File: src/rtl/twdt_pkg.sv
// ----------------------------------------------------------------------------
// twdt_pkg
// Shared types, codes and the command table for the text word decrypt
// tokenizer.
// ----------------------------------------------------------------------------
package twdt_pkg;

    // result kinds
    localparam logic [2:0] KIND_CHAR    = 3'd0;
    localparam logic [2:0] KIND_CMD     = 3'd1;
    localparam logic [2:0] KIND_PARAM   = 3'd2;
    localparam logic [2:0] KIND_UNKNOWN = 3'd3;
    localparam logic [2:0] KIND_EOL     = 3'd4;

    // key seeding and special text codes
    localparam logic [15:0] KEY_BASE     = 16'h7C89;
    localparam logic [15:0] KEY_STEP     = 16'h2983;
    localparam logic [15:0] CODE_CMD     = 16'hF000;
    localparam logic [15:0] CODE_EOL     = 16'hFFFF;
    localparam logic [15:0] CODE_HEART   = 16'h246D;
    localparam logic [15:0] CODE_HEART_R = 16'h2642;
    localparam logic [15:0] CODE_SPADE   = 16'h246E;
    localparam logic [15:0] CODE_SPADE_R = 16'h2640;
    localparam logic [15:0] CODE_NL      = 16'hFFFE;
    localparam logic [15:0] CODE_NL_R    = 16'h000A;
    localparam int unsigned KEY_ROT      = 3;

    // default depth of the queue between front and back
    localparam int unsigned QUEUE_DEPTH_DEF = 4;

    // one result travelling from front to back
    typedef struct packed {
        logic [2:0]  kind;
        logic [15:0] value;
        logic [15:0] param_count;
        logic        closes_command;
    } twdt_res_t;

    // command types that carry a parameter list
    function automatic logic is_known_cmd(input logic [15:0] t);
        logic hit;
        case (t) inside
            16'h0100, 16'h0101, 16'h0102, 16'h0103, 16'h0105, 16'h0106, 16'h0107,
            16'h0108, 16'h0109, 16'h010A, 16'h010B, 16'h010C, 16'h010D, 16'h010E,
            16'h010F, 16'h0110, 16'h0112, 16'h0113, 16'h011C, 16'h0122, 16'h0123,
            16'h0124, 16'h0125, 16'h0131, 16'h0132, 16'h0133, 16'h0134, 16'h0135,
            16'h0136, 16'h0137, 16'h013B, 16'h013C, 16'h013D, 16'h013E, 16'h013F,
            16'h0140, 16'h0142, 16'h0143, 16'h0189, 16'h018A, 16'h018B, 16'h018E,
            16'h018F, 16'h0190, 16'h0191, 16'h0192, 16'h0193, 16'h0195, 16'h0199,
            16'h019A, 16'h019B, 16'h019C, 16'h019F, 16'h01A1, 16'h0200, 16'h0201,
            16'h0202, 16'h0203, 16'h0204, 16'h0205, 16'h0206, 16'h0207, 16'h0208,
            16'h1000, 16'h1001, 16'h1100, 16'h1101, 16'h1302, 16'h1303, 16'hBD00,
            16'hBD01, 16'hBD02, 16'hBD03, 16'hBD04, 16'hBD05, 16'hBDFF, 16'hBE00,
            16'hBE01, 16'hBE02, 16'hBE09, 16'hFF00: hit = 1'b1;
            default: hit = 1'b0;
        endcase
        return hit;
    endfunction

endpackage

File: src/rtl/twdt_front.sv
// ----------------------------------------------------------------------------
// twdt_front
// Decrypts each accepted word with the rolling key and classifies it,
// tracking the line and command parse phase.
// ----------------------------------------------------------------------------
module twdt_front import twdt_pkg::*; (
    input  logic        aclk,
    input  logic        aresetn,
    input  logic        in_fire,
    input  logic        first_of_line,
    input  logic [15:0] line_index,
    input  logic [15:0] word,
    output logic        push,
    output twdt_res_t   push_data
);

    typedef enum logic [2:0] {
        PH_TEXT   = 3'd0,
        PH_TYPE   = 3'd1,
        PH_COUNT  = 3'd2,
        PH_PARAMS = 3'd3,
        PH_DONE   = 3'd4
    } phase_t;

    logic [15:0] key_reg, key_next;
    phase_t      phase_reg, phase_next;
    logic [15:0] type_reg, type_next;
    logic [15:0] left_reg, left_next;

    logic [15:0] seed_prod;
    logic [15:0] key_cur, type_cur, left_cur, left_dec, plain;
    phase_t      phase_cur;
    logic        emit;
    twdt_res_t   res;

    // line start reseeds key and restarts parsing
    assign seed_prod = line_index * KEY_STEP;
    always_comb begin
        if (first_of_line) begin
            key_cur   = KEY_BASE + seed_prod;
            phase_cur = PH_TEXT;
            type_cur  = '0;
            left_cur  = '0;
        end else begin
            key_cur   = key_reg;
            phase_cur = phase_reg;
            type_cur  = type_reg;
            left_cur  = left_reg;
        end
    end

    assign plain    = word ^ key_cur;
    assign left_dec = left_cur - 16'd1;

    // phase update and result classification
    always_comb begin
        key_next   = key_cur;
        phase_next = phase_cur;
        type_next  = type_cur;
        left_next  = left_cur;
        emit       = 1'b0;
        res        = '{kind: KIND_CHAR, value: plain, param_count: '0,
                       closes_command: 1'b0};
        if (phase_cur != PH_DONE) begin
            key_next = {key_cur[15-KEY_ROT:0], key_cur[15:16-KEY_ROT]};
        end
        unique case (phase_cur)
            PH_DONE: begin
                emit = 1'b0;
            end
            PH_TYPE: begin
                type_next  = plain;
                phase_next = PH_COUNT;
            end
            PH_COUNT: begin
                emit = 1'b1;
                if (is_known_cmd(type_cur)) begin
                    left_next  = plain;
                    phase_next = (plain != 16'd0) ? PH_PARAMS : PH_TEXT;
                    res = '{kind: KIND_CMD, value: type_cur, param_count: plain,
                            closes_command: (plain == 16'd0)};
                end else begin
                    left_next  = '0;
                    phase_next = PH_TEXT;
                    res = '{kind: KIND_UNKNOWN, value: type_cur, param_count: '0,
                            closes_command: 1'b1};
                end
            end
            PH_PARAMS: begin
                emit      = 1'b1;
                left_next = left_dec;
                if (left_dec == 16'd0) phase_next = PH_TEXT;
                res = '{kind: KIND_PARAM, value: plain, param_count: '0,
                        closes_command: (left_dec == 16'd0)};
            end
            default: begin
                // text phase, unused codes behave the same
                phase_next = PH_TEXT;
                if (plain == CODE_EOL) begin
                    emit       = 1'b1;
                    phase_next = PH_DONE;
                    res = '{kind: KIND_EOL, value: '0, param_count: '0,
                            closes_command: 1'b0};
                end else if (plain == CODE_CMD) begin
                    phase_next = PH_TYPE;
                end else begin
                    emit = 1'b1;
                end
            end
        endcase
    end

    assign push      = in_fire && emit;
    assign push_data = res;

    // parse state
    always_ff @(posedge aclk) begin
        if (!aresetn) begin
            key_reg   <= KEY_BASE;
            phase_reg <= PH_TEXT;
            type_reg  <= '0;
            left_reg  <= '0;
        end else if (in_fire) begin
            key_reg   <= key_next;
            phase_reg <= phase_next;
            type_reg  <= type_next;
            left_reg  <= left_next;
        end
    end

endmodule

File: src/rtl/twdt_queue.sv
// ----------------------------------------------------------------------------
// twdt_queue
// Small first-in first-out queue of results between front and back.
// ----------------------------------------------------------------------------
module twdt_queue import twdt_pkg::*; #(
    parameter int unsigned DEPTH = QUEUE_DEPTH_DEF
) (
    input  logic      aclk,
    input  logic      aresetn,
    input  logic      push,
    input  twdt_res_t push_data,
    output logic      full,
    output logic      not_empty,
    input  logic      pop,
    output twdt_res_t pop_data
);

    localparam int unsigned PW = (DEPTH > 1) ? $clog2(DEPTH) : 1;
    localparam int unsigned CW = $clog2(DEPTH + 1);

    twdt_res_t         mem [DEPTH];
    logic [PW-1:0]     wr_ptr_reg, rd_ptr_reg;
    logic [CW-1:0]     count_reg;

    assign full      = (count_reg == CW'(DEPTH));
    assign not_empty = (count_reg != '0);
    assign pop_data  = mem[rd_ptr_reg];

    // entry storage
    always_ff @(posedge aclk) begin
        if (push) mem[wr_ptr_reg] <= push_data;
    end

    // pointers and fill count
    always_ff @(posedge aclk) begin
        if (!aresetn) begin
            wr_ptr_reg <= '0;
            rd_ptr_reg <= '0;
            count_reg  <= '0;
        end else begin
            if (push) begin
                wr_ptr_reg <= (wr_ptr_reg == PW'(DEPTH - 1)) ? '0 : wr_ptr_reg + PW'(1);
            end
            if (pop) begin
                rd_ptr_reg <= (rd_ptr_reg == PW'(DEPTH - 1)) ? '0 : rd_ptr_reg + PW'(1);
            end
            if (push && !pop)      count_reg <= count_reg + CW'(1);
            else if (pop && !push) count_reg <= count_reg - CW'(1);
        end
    end

endmodule

File: src/rtl/twdt_back.sv
// ----------------------------------------------------------------------------
// twdt_back
// Applies the character remapping and holds the result in the output
// register until the receiver takes it.
// ----------------------------------------------------------------------------
module twdt_back import twdt_pkg::*; (
    input  logic        aclk,
    input  logic        aresetn,
    input  logic        q_valid,
    input  twdt_res_t   q_data,
    output logic        q_pop,
    output logic        m_valid,
    input  logic        m_ready,
    output logic [2:0]  m_kind,
    output logic [15:0] m_value,
    output logic [15:0] m_param_count,
    output logic        m_closes_command
);

    logic        valid_reg;
    twdt_res_t   out_reg;
    logic [15:0] mapped;
    twdt_res_t   load_data;

    // load when the output register is empty or being drained
    assign q_pop = q_valid && (!valid_reg || m_ready);

    // remap the three special character codes
    always_comb begin
        mapped = q_data.value;
        if (q_data.kind == KIND_CHAR) begin
            case (q_data.value)
                CODE_HEART: mapped = CODE_HEART_R;
                CODE_SPADE: mapped = CODE_SPADE_R;
                CODE_NL:    mapped = CODE_NL_R;
                default:    mapped = q_data.value;
            endcase
        end
    end

    assign load_data = '{kind: q_data.kind, value: mapped,
                         param_count: q_data.param_count,
                         closes_command: q_data.closes_command};

    // output valid
    always_ff @(posedge aclk) begin
        if (!aresetn) begin
            valid_reg <= 1'b0;
        end else if (q_pop) begin
            valid_reg <= 1'b1;
        end else if (m_ready) begin
            valid_reg <= 1'b0;
        end
    end

    // output payload
    always_ff @(posedge aclk) begin
        if (q_pop) begin
            out_reg <= load_data;
        end
    end

    assign m_valid          = valid_reg;
    assign m_kind           = out_reg.kind;
    assign m_value          = out_reg.value;
    assign m_param_count    = out_reg.param_count;
    assign m_closes_command = out_reg.closes_command;

endmodule

File: src/rtl/text_word_decrypt_tokenizer_top.sv
// ----------------------------------------------------------------------------
// text_word_decrypt_tokenizer_top
// Decrypts a stream of 16-bit text words and splits it into characters,
// commands, parameters and end-of-line marks.
// ----------------------------------------------------------------------------
// Usage:
//   input channel s_*: one encrypted word per transfer, with first_of_line
//   set on the first word of a line and line_index seeding the key there.
//   result channel m_*: zero or one result per input word (kind, value,
//   param_count, closes_command); command header and type words, and words
//   after the end of a line, give no result.
//   Throughput is one word per cycle while the queue is not full. A result
//   reaches m_valid through the queue and then the output register: the
//   front decrypts and classifies in the transfer cycle and writes the
//   queue, and the back loads the output register from the queue head.
//   When the receiver stalls, results collect in the queue (QUEUE_DEPTH
//   entries) plus the output register; s_ready drops only when the queue
//   is full, so a stall costs nothing until that point.
//   Reset empties the queue and output register, sets the key to its
//   line-zero seed and puts the parser in text phase.
// ----------------------------------------------------------------------------
module text_word_decrypt_tokenizer_top import twdt_pkg::*; #(
    parameter int unsigned QUEUE_DEPTH = QUEUE_DEPTH_DEF
) (
    input  logic        aclk,
    input  logic        aresetn,
    input  logic        s_valid,
    output logic        s_ready,
    input  logic        s_first_of_line,
    input  logic [15:0] s_line_index,
    input  logic [15:0] s_word,
    output logic        m_valid,
    input  logic        m_ready,
    output logic [2:0]  m_kind,
    output logic [15:0] m_value,
    output logic [15:0] m_param_count,
    output logic        m_closes_command
);

    logic      in_fire, push, full, q_valid, q_pop;
    twdt_res_t push_data, q_data;

    assign s_ready = !full;
    assign in_fire = s_valid && s_ready;

    // decrypt and classify
    twdt_front u_front (
        .aclk          (aclk),
        .aresetn       (aresetn),
        .in_fire       (in_fire),
        .first_of_line (s_first_of_line),
        .line_index    (s_line_index),
        .word          (s_word),
        .push          (push),
        .push_data     (push_data)
    );

    // decoupling queue
    twdt_queue #(
        .DEPTH (QUEUE_DEPTH)
    ) u_queue (
        .aclk      (aclk),
        .aresetn   (aresetn),
        .push      (push),
        .push_data (push_data),
        .full      (full),
        .not_empty (q_valid),
        .pop       (q_pop),
        .pop_data  (q_data)
    );

    // remap and output register
    twdt_back u_back (
        .aclk             (aclk),
        .aresetn          (aresetn),
        .q_valid          (q_valid),
        .q_data           (q_data),
        .q_pop            (q_pop),
        .m_valid          (m_valid),
        .m_ready          (m_ready),
        .m_kind           (m_kind),
        .m_value          (m_value),
        .m_param_count    (m_param_count),
        .m_closes_command (m_closes_command)
    );

endmodule
File: config.mk
export PLATFORM = sky130hd
export DESIGN_NAME = text_word_decrypt_tokenizer_top
export DESIGN_NICKNAME = d
export VERILOG_FILES = /design/src/rtl/twdt_pkg.sv /design/src/rtl/twdt_front.sv /design/src/rtl/twdt_queue.sv /design/src/rtl/twdt_back.sv /design/src/rtl/text_word_decrypt_tokenizer_top.sv
export SDC_FILE = /design/constraint.sdc
export NUM_CORES = 1
export LEC_CHECK = 0
export BUFFER_PORTS_ARGS = -buffer_cell sky130_fd_sc_hd__buf_4
export CAP_MARGIN = 40
export CORE_MARGIN = 5
export CORE_UTILIZATION = 55
export CTS_BUF_LIST = sky130_fd_sc_hd__clkbuf_2 sky130_fd_sc_hd__clkbuf_4 sky130_fd_sc_hd__clkbuf_8
export DETAILED_ROUTE_END_ITERATION = 6
export GPL_TIMING_DRIVEN = 0
export PLACE_DENSITY = 0.73
export SLEW_MARGIN = 20
export SYNTH_ARGS = -nofsm -noshare
export SYNTH_HDL_FRONTEND = slang
export SYNTH_SLANG_ARGS = --single-unit
File: constraint.sdc
create_clock -name aclk -period 14.64 [get_ports aclk]
set_clock_uncertainty 0.1 [all_clocks]
set_input_delay 1.464 -clock aclk [delete_from_list [all_inputs] [get_ports aclk]]
set_output_delay 1.464 -clock aclk [all_outputs]
set_load 0.005 [all_outputs]
; Yosys cells after proc, flatten, opt, wreduce, memory -nomap -nowiden
; Memories as Yosys holds them, arrays and structs flattened. A register that Yosys moved wholly into a read port is not among the register bits.
; Cells that the tools add are included.
[totals]
inputBits = 37
ff_bits = 95
n_memories = 1
ramBits = 144
output_inout_bits = 38
wordCells = 169
[mem_list]
columns = memory, words, word_bits, rd, rd_clocked_by_memory_dff, wr, line_no
row1 = u_queue.mem, 4, 36, 1, 1, 1, twdt_queue.sv:21  ; twdt_res_t mem [DEPTH];
[op_classes]
n_eq_ne = 94
n_reduce_logical = 20
mul = 1
n_bitwise = 1
muxes = 34
n_addsub = 6
[op_table]
columns = cell, count
row1 = $eq 16x9->1 const B, 54
row2 = $eq 16x16->1 const B, 15
row3 = $eq 16x10->1 const B, 9
row4 = $mux 16, 7
row5 = $pmux 36 s3, 1
row6 = $eq 16x13->1 const B, 6
row7 = $reduce_or 81->1, 1
row8 = $pmux 16 s3, 1
row9 = $mux 36, 1
row10 = $mux 35, 1
row11 = $eq 16x14->1 const B, 2
row12 = $logic_not 16->1, 2
row13 = $pmux 16 s2, 1
row14 = $mux 3, 6
row15 = $add 15x16->16 const A, 1
row16 = $mul 16x14->16 const B, 1
row17 = $reduce_bool 16->1, 1
row18 = $sub 16x1->16 const B, 1
row19 = $xor 16x16->16, 1
row20 = $pmux 3 s4, 1
row21 = $mux 2, 5
row22 = $mux 1, 9
row23 = $eq 3x2->1 const B, 2
row24 = $eq 3x3->1 const B, 2
row25 = other kinds (14), 25

; Logic depth before layout (Yosys ltp)
[logic_depth]
word_depth = 13
depth_mapped = 26

; Hierarchy
; From an unflattened synthesis, not the netlist that was laid out.
[hier_totals]
hier_cells = 1210
hier_area_um2 = 13671.9
[modules_own_cells]
columns = mod, cells_per_inst, seq_area_each_um2, area_per_inst_um2, instances
row1 = twdt_front, 896, 1021.0, 6611.3, 1
row2 = twdt_queue, 232, 4504.3, 5708.0, 1
row3 = twdt_back, 80, 1101.1, 1342.5, 1
row4 = text_word_decrypt_tokenizer_top, 2, 0.0, 10.0, 1

; Least setup slack after synthesis
; Ideal clock, no wire load.
[synth_timing]
kind = input-to-reg
start = input port s_line_index[5]
end = memory u_queue.mem[3][0] (netlist bit), enable pin
n_path_buf = 1
path_stages = 21
arrival_ns = 6.965
setup_slack_ns = 7.179
setup_ns = 0.397
path_cell_list = ha_1 -> ha_1 -> inv_1 -> fa_1 -> inv_1 -> fa_1 -> inv_1 -> fa_1 -> fa_1 -> inv_1 -> ha_1 -> clkbuf_1 -> o311ai_0 -> nor3_1 -> a221oi_1 -> o2111a_1 -> or3_1 -> nand3_1 -> nor4_4 -> nor3_4 -> and2_1
[synth_via]
elab_chain_len = 11
word_cells_on_any_way = 12
[synth_lines]
columns = element, line_no
row1 = from (decl), text_word_decrypt_tokenizer_top.sv:30  ; input logic [15:0] s_line_index,
row2 = $mul 16x14->16 *, twdt_front.sv:37  ; assign seed_prod = line_index * KEY_STEP;
row3 = $add 15x16->16 *, twdt_front.sv:40  ; key_cur = KEY_BASE + seed_prod;
row4 = $mux 16 *, twdt_front.sv:39  ; if (first_of_line) begin
row5 = $xor 16x16->16 *, twdt_front.sv:52  ; assign plain = word ^ key_cur;
row6 = $eq 16x16->1, twdt_front.sv:104  ; end else if (plain == CODE_CMD) begin
row7 = $mux 1, twdt_front.sv:104
row8 = $mux 1 *, twdt_front.sv:99  ; if (plain == CODE_EOL) begin
row9 = $pmux 1 s2 *, twdt_front.sv:67  ; unique case (phase_cur)
row10 = $logic_and 1x1->1 *, twdt_front.sv:113  ; assign push = in_fire && emit;
row11 = named net push, text_word_decrypt_tokenizer_top.sv:40  ; logic in_fire, push, full, q_valid, q_pop;
row12 = $mux 1 *, twdt_queue.sv:31  ; if (push) mem[wr_ptr_reg] <= push_data;
row13 = $mux 1 (not written as such) *, twdt_queue.sv:31
row14 = to (decl), twdt_queue.sv:21
; The timed path passes the listed nets; every way through them passes the cells marked *.

; Final worst setup path
[layout_timing]
start = input port s_line_index[5]
end = register u_queue.count_reg[2]
[layout_via]
elab_chain_len = 12
word_cells_on_any_way = 15
[layout_lines]
columns = element, line_no
row1 = $mul 16x14->16 *, twdt_front.sv:37
row2 = $add 15x16->16 *, twdt_front.sv:40
row3 = $mux 16 *, twdt_front.sv:39
row4 = $xor 16x16->16 *, twdt_front.sv:52
row5 = $eq 16x16->1, twdt_front.sv:104
row6 = $mux 1, twdt_front.sv:104
row7 = $mux 1 *, twdt_front.sv:99
row8 = $pmux 1 s2 *, twdt_front.sv:67
row9 = $logic_and 1x1->1 *, twdt_front.sv:113
row10 = named net push, text_word_decrypt_tokenizer_top.sv:40
row11 = $logic_not 1->1, twdt_queue.sv:48  ; else if (pop && !push) count_reg <= count_reg - CW'(1);
row12 = $logic_and 1x1->1, twdt_queue.sv:48
row13 = $reduce_bool 2->1 (no source line), n/a
row14 = to (signal assigned), twdt_queue.sv:47  ; if (push && !pop) count_reg <= count_reg + CW'(1);
row15 = to (signal assigned), twdt_queue.sv:48
row16 = to (decl), twdt_queue.sv:23  ; logic [CW-1:0] count_reg;
; Marked as above.
; A chain may end at the register's enable or synchronous reset.

==> flow_summary.yaml <==
outcome:
  status: "complete, no violations"
sta:
  finalCritPeriodShare: 0.5359
  rsz0062_at_grt: "false"
  drv_slew: 0
  final-setup-viol-count: 0
  hold_violations: 0
  slew_headroom: 0.4708
  fin_tns_setup_ns: 0
  hold-worst-slack_ns: 0.3714
  tightest_slew_ns: 0.7937
  fmax_mhz: 127.5
  fin_crit_ns: 7.846
run:
  drv_cap: 0
floorplan:
  num_rows: 57
  die_w_um: 165.8
  core_sq_um: 24110
  ios: 75
  initial_utilization: 0.5539
  chipHeight_um: 165.8
  die_area_sq_um: 27490
global_routing:
  grt_max_degree: 29
  grt_usage: 0.2324
  top_usage_layer: "met2"
  grt_pass1_wl_mm: 51.38
  grt_use_met1: 0.3066
  grt_pass1_vias: 9558
  grt_use_met2: 0.3910
  antenna_found_initial: 0
  use_met3: 0.03951
  overflow: 0
pwr:
  power.total_mw: 2.657
  p_per_area_nw_per_um2: 174.8
  swShare: 0.3566
  netSwitchingPower_uw: 947.5
  ir_drop_uv: 151.6
  clock_power_share: 0.211
  p_leak_nw: 5.538
  power_frac_seq: 0.365
  combPwrFrac: 0.424
  p_int_mw: 1.709
clocking:
  cts_tree: "yes"
  clockRootBuffer: "clkbuf_8"
  clock_path_buffers: 3
  holdBufCountCts: 0
  cts_made_buffers: 39
  cts_setup_buffers: 0
  htreeDepth: 2
  path_clk_slew_ns: 0.06
  cts_resized: 0
  clk_latency_ns: 0.54
  clock_sinks: 241
detailed_routing:
  vias: 9863
  drt_iter0_markers: 981
  post_drt_wl_per_cell_um: 19.67
  viasPerCell: 5.981
  drc: 0
  postRouteWirelength_mm: 32.44
  postRouteAntennaNets: 0
  drt_pass1_iterations: 6
logic_synthesis:
  synth_top_area_share: 0.4048
  async_reset_ff_frac: 0
  synth.net_count: 1292
  yosysWarnings: 0
  synth_edf_count: 180
  netlist_top_cells_area: "edfxtp_1 (40%), dfxtp_1 (9.1%), mux4_2 (6.1%)"
  synth_area_per_cell_sq_um: 11.35
  syn_inst: 1176
  netlist_area_sq_um: 13350
  synthDistinctLibCells: 81
  ys_ff_latch: 241
  synth_area_leader_cell: "edfxtp_1"
  synth-seq-area-share: 0.4963
  synth_ff_type: "edfxtp_1"
cells_and_area:
  largest_reg_flops: 144
  top_register: "u_queue.mem"
  antenna_cells: 0
  fill_cells: 1982
  syn_to_final_growth_pct: 13.84
  ff_latch_area_sq_um: 6626
  multiInputGateArea_sq_um: 6191
  drive_above_1_share: 0.1774
  final_nets: 1413
placed_design:
  dpl.hpwl_mm: 24.04
  port_buffers: 72
  gp_congestion: 0.9872
setup_path:
  cp_max_fo: 9
  cp-start-kind: "primary input"
  worstPathRequired_ns: 14.99
  cp-end-kind: "flop"
  cp.arrival_ns: 8.19
  path_class: "primary input to flop"
worst_hold_path:
  hold_path_class: "flop to flop"
-- placed cells by master, fill, tap and decap left out, types with 21 or more instances in the layout --
cell and count:
edfxtp_1 180, nor2_1 95, nand2_1 85, buf_4 75
inv_1 71, a21oi_1 65, dfxtp_1 61, ha_1 57
o21ai_0 47, clkbuf_1 45, clkbuf_8 41, mux4_2 36
nand3_1 27, xnor2_1 26, nor3_1 25, fa_1 22
and2_1 21
-- Yosys cell counts, types with 11 or more instances --
library cell	count
a211oi_1	16
a22oi_1	15
ha_1	57
xnor2_1	26
nor2_1	95
buf_2	13
and2_1	25
o21ai_0	47
edfxtp_1	180
dfxtp_1	61
nor3b_1	11
nor3_1	25
mux2i_1	12
nor2b_1	19
fa_1	22
xor2_1	15
inv_1	71
nor4_1	17
nand3_1	27
nand2_1	85
clkbuf_1	45
o22ai_1	12
or3_1	13
mux4_2	36
a21oi_1	66
-- area by class of cell --
type                            instances  area share
Multi-Input combinational cell        797      0.4073
Timing Repair Buffer                   80     0.04462
Tap cell                              324     0.02667
Clock inverter                         18    0.007162
Buffer                                 66     0.01844
Inverter                               72     0.01778
Clock buffer                           51     0.04206
Sequential cell                       241      0.4360
-- worst max-delay path, stage by stage --
cell and delay, ns:
buf_4 0.12, ha_1 0.29, ha_1 0.34, inv_1 0.07, fa_1 0.50, inv_1 0.05
fa_1 0.47, inv_1 0.05, fa_1 0.46, fa_1 0.50, inv_1 0.05, ha_1 0.26
clkbuf_1 0.34, o311ai_0 0.21, nor3_1 0.17, a221oi_1 0.12, o2111a_1 0.22, or3_1 0.50
nand3_1 0.23, nor4_4 0.09, nor3_4 0.34, ha_1 0.25, inv_1 0.07, fa_1 0.42
xor2_1 0.16, or3_1 0.31, a21oi_1 0.14
-- cell families (layout without fill, tap and decap cells) --
family,after synthesis,after routing,synth area share
simple gates,383,383,0.1509
xor+xnor,42,42,0.02811
fa+ha+maj,79,79,0.08640
compound gates,240,240,0.1221
mux,53,53,0.07497
flops,241,241,0.4963
buf+inv,138,287,0.04123
-- layer usage --
layer | part of all wire | wire (um)
met1 | 0.41 | 13270
met2 | 0.48 | 15660
met3 | 0.073 | 2372
met4 | 0.035 | 1138
met5 | 0 | 0
-- path summary, 6_finish.rpt --
kind,start,endpoint,slack [ns],cells after the start
max,s_line_index[5],u_queue.count_reg[2]$_SDFFE_PN0P_,6.79,27
min,u_front.key_reg[7]$_SDFFE_PN1P_,u_front.key_reg[7]$_SDFFE_PN1P_,0.37,2
max reg2reg,u_front.key_reg[4]$_SDFFE_PN0P_,u_queue.count_reg[2]$_SDFFE_PN0P_,10.68,14
min reg2reg,u_front.key_reg[7]$_SDFFE_PN1P_,u_front.key_reg[7]$_SDFFE_PN1P_,0.37,2
-- through the flow --
step           cells  cell area, sq um  utilization  setup slack (ns)
4_1_cts         1649             15200       0.6305             6.797
2_1_floorplan   1176             13350            -             7.179
3_3_place_gp    1572             14300       0.5931             5.715
3_5_place_dp    1580             14450       0.5995             6.252
5_1_grt         1649             15200       0.6305             6.433
6_report        1649             15200       0.6305             6.794
-- power by group through the flow --
stage | Combinational, mW | Sequential [mW] | Clock, mW
2_1_floorplan | 0.749 | 0.987 | 0
3_3_place_gp | 1.08 | 0.987 | 0
3_5_place_dp | 1.13 | 0.984 | 0
4_1_cts | 1.13 | 0.970 | 0.571
5_1_grt | 1.23 | 0.981 | 0.605
6_report | 1.13 | 0.970 | 0.560
Note: power is estimated with default switching activity, not from simulation.
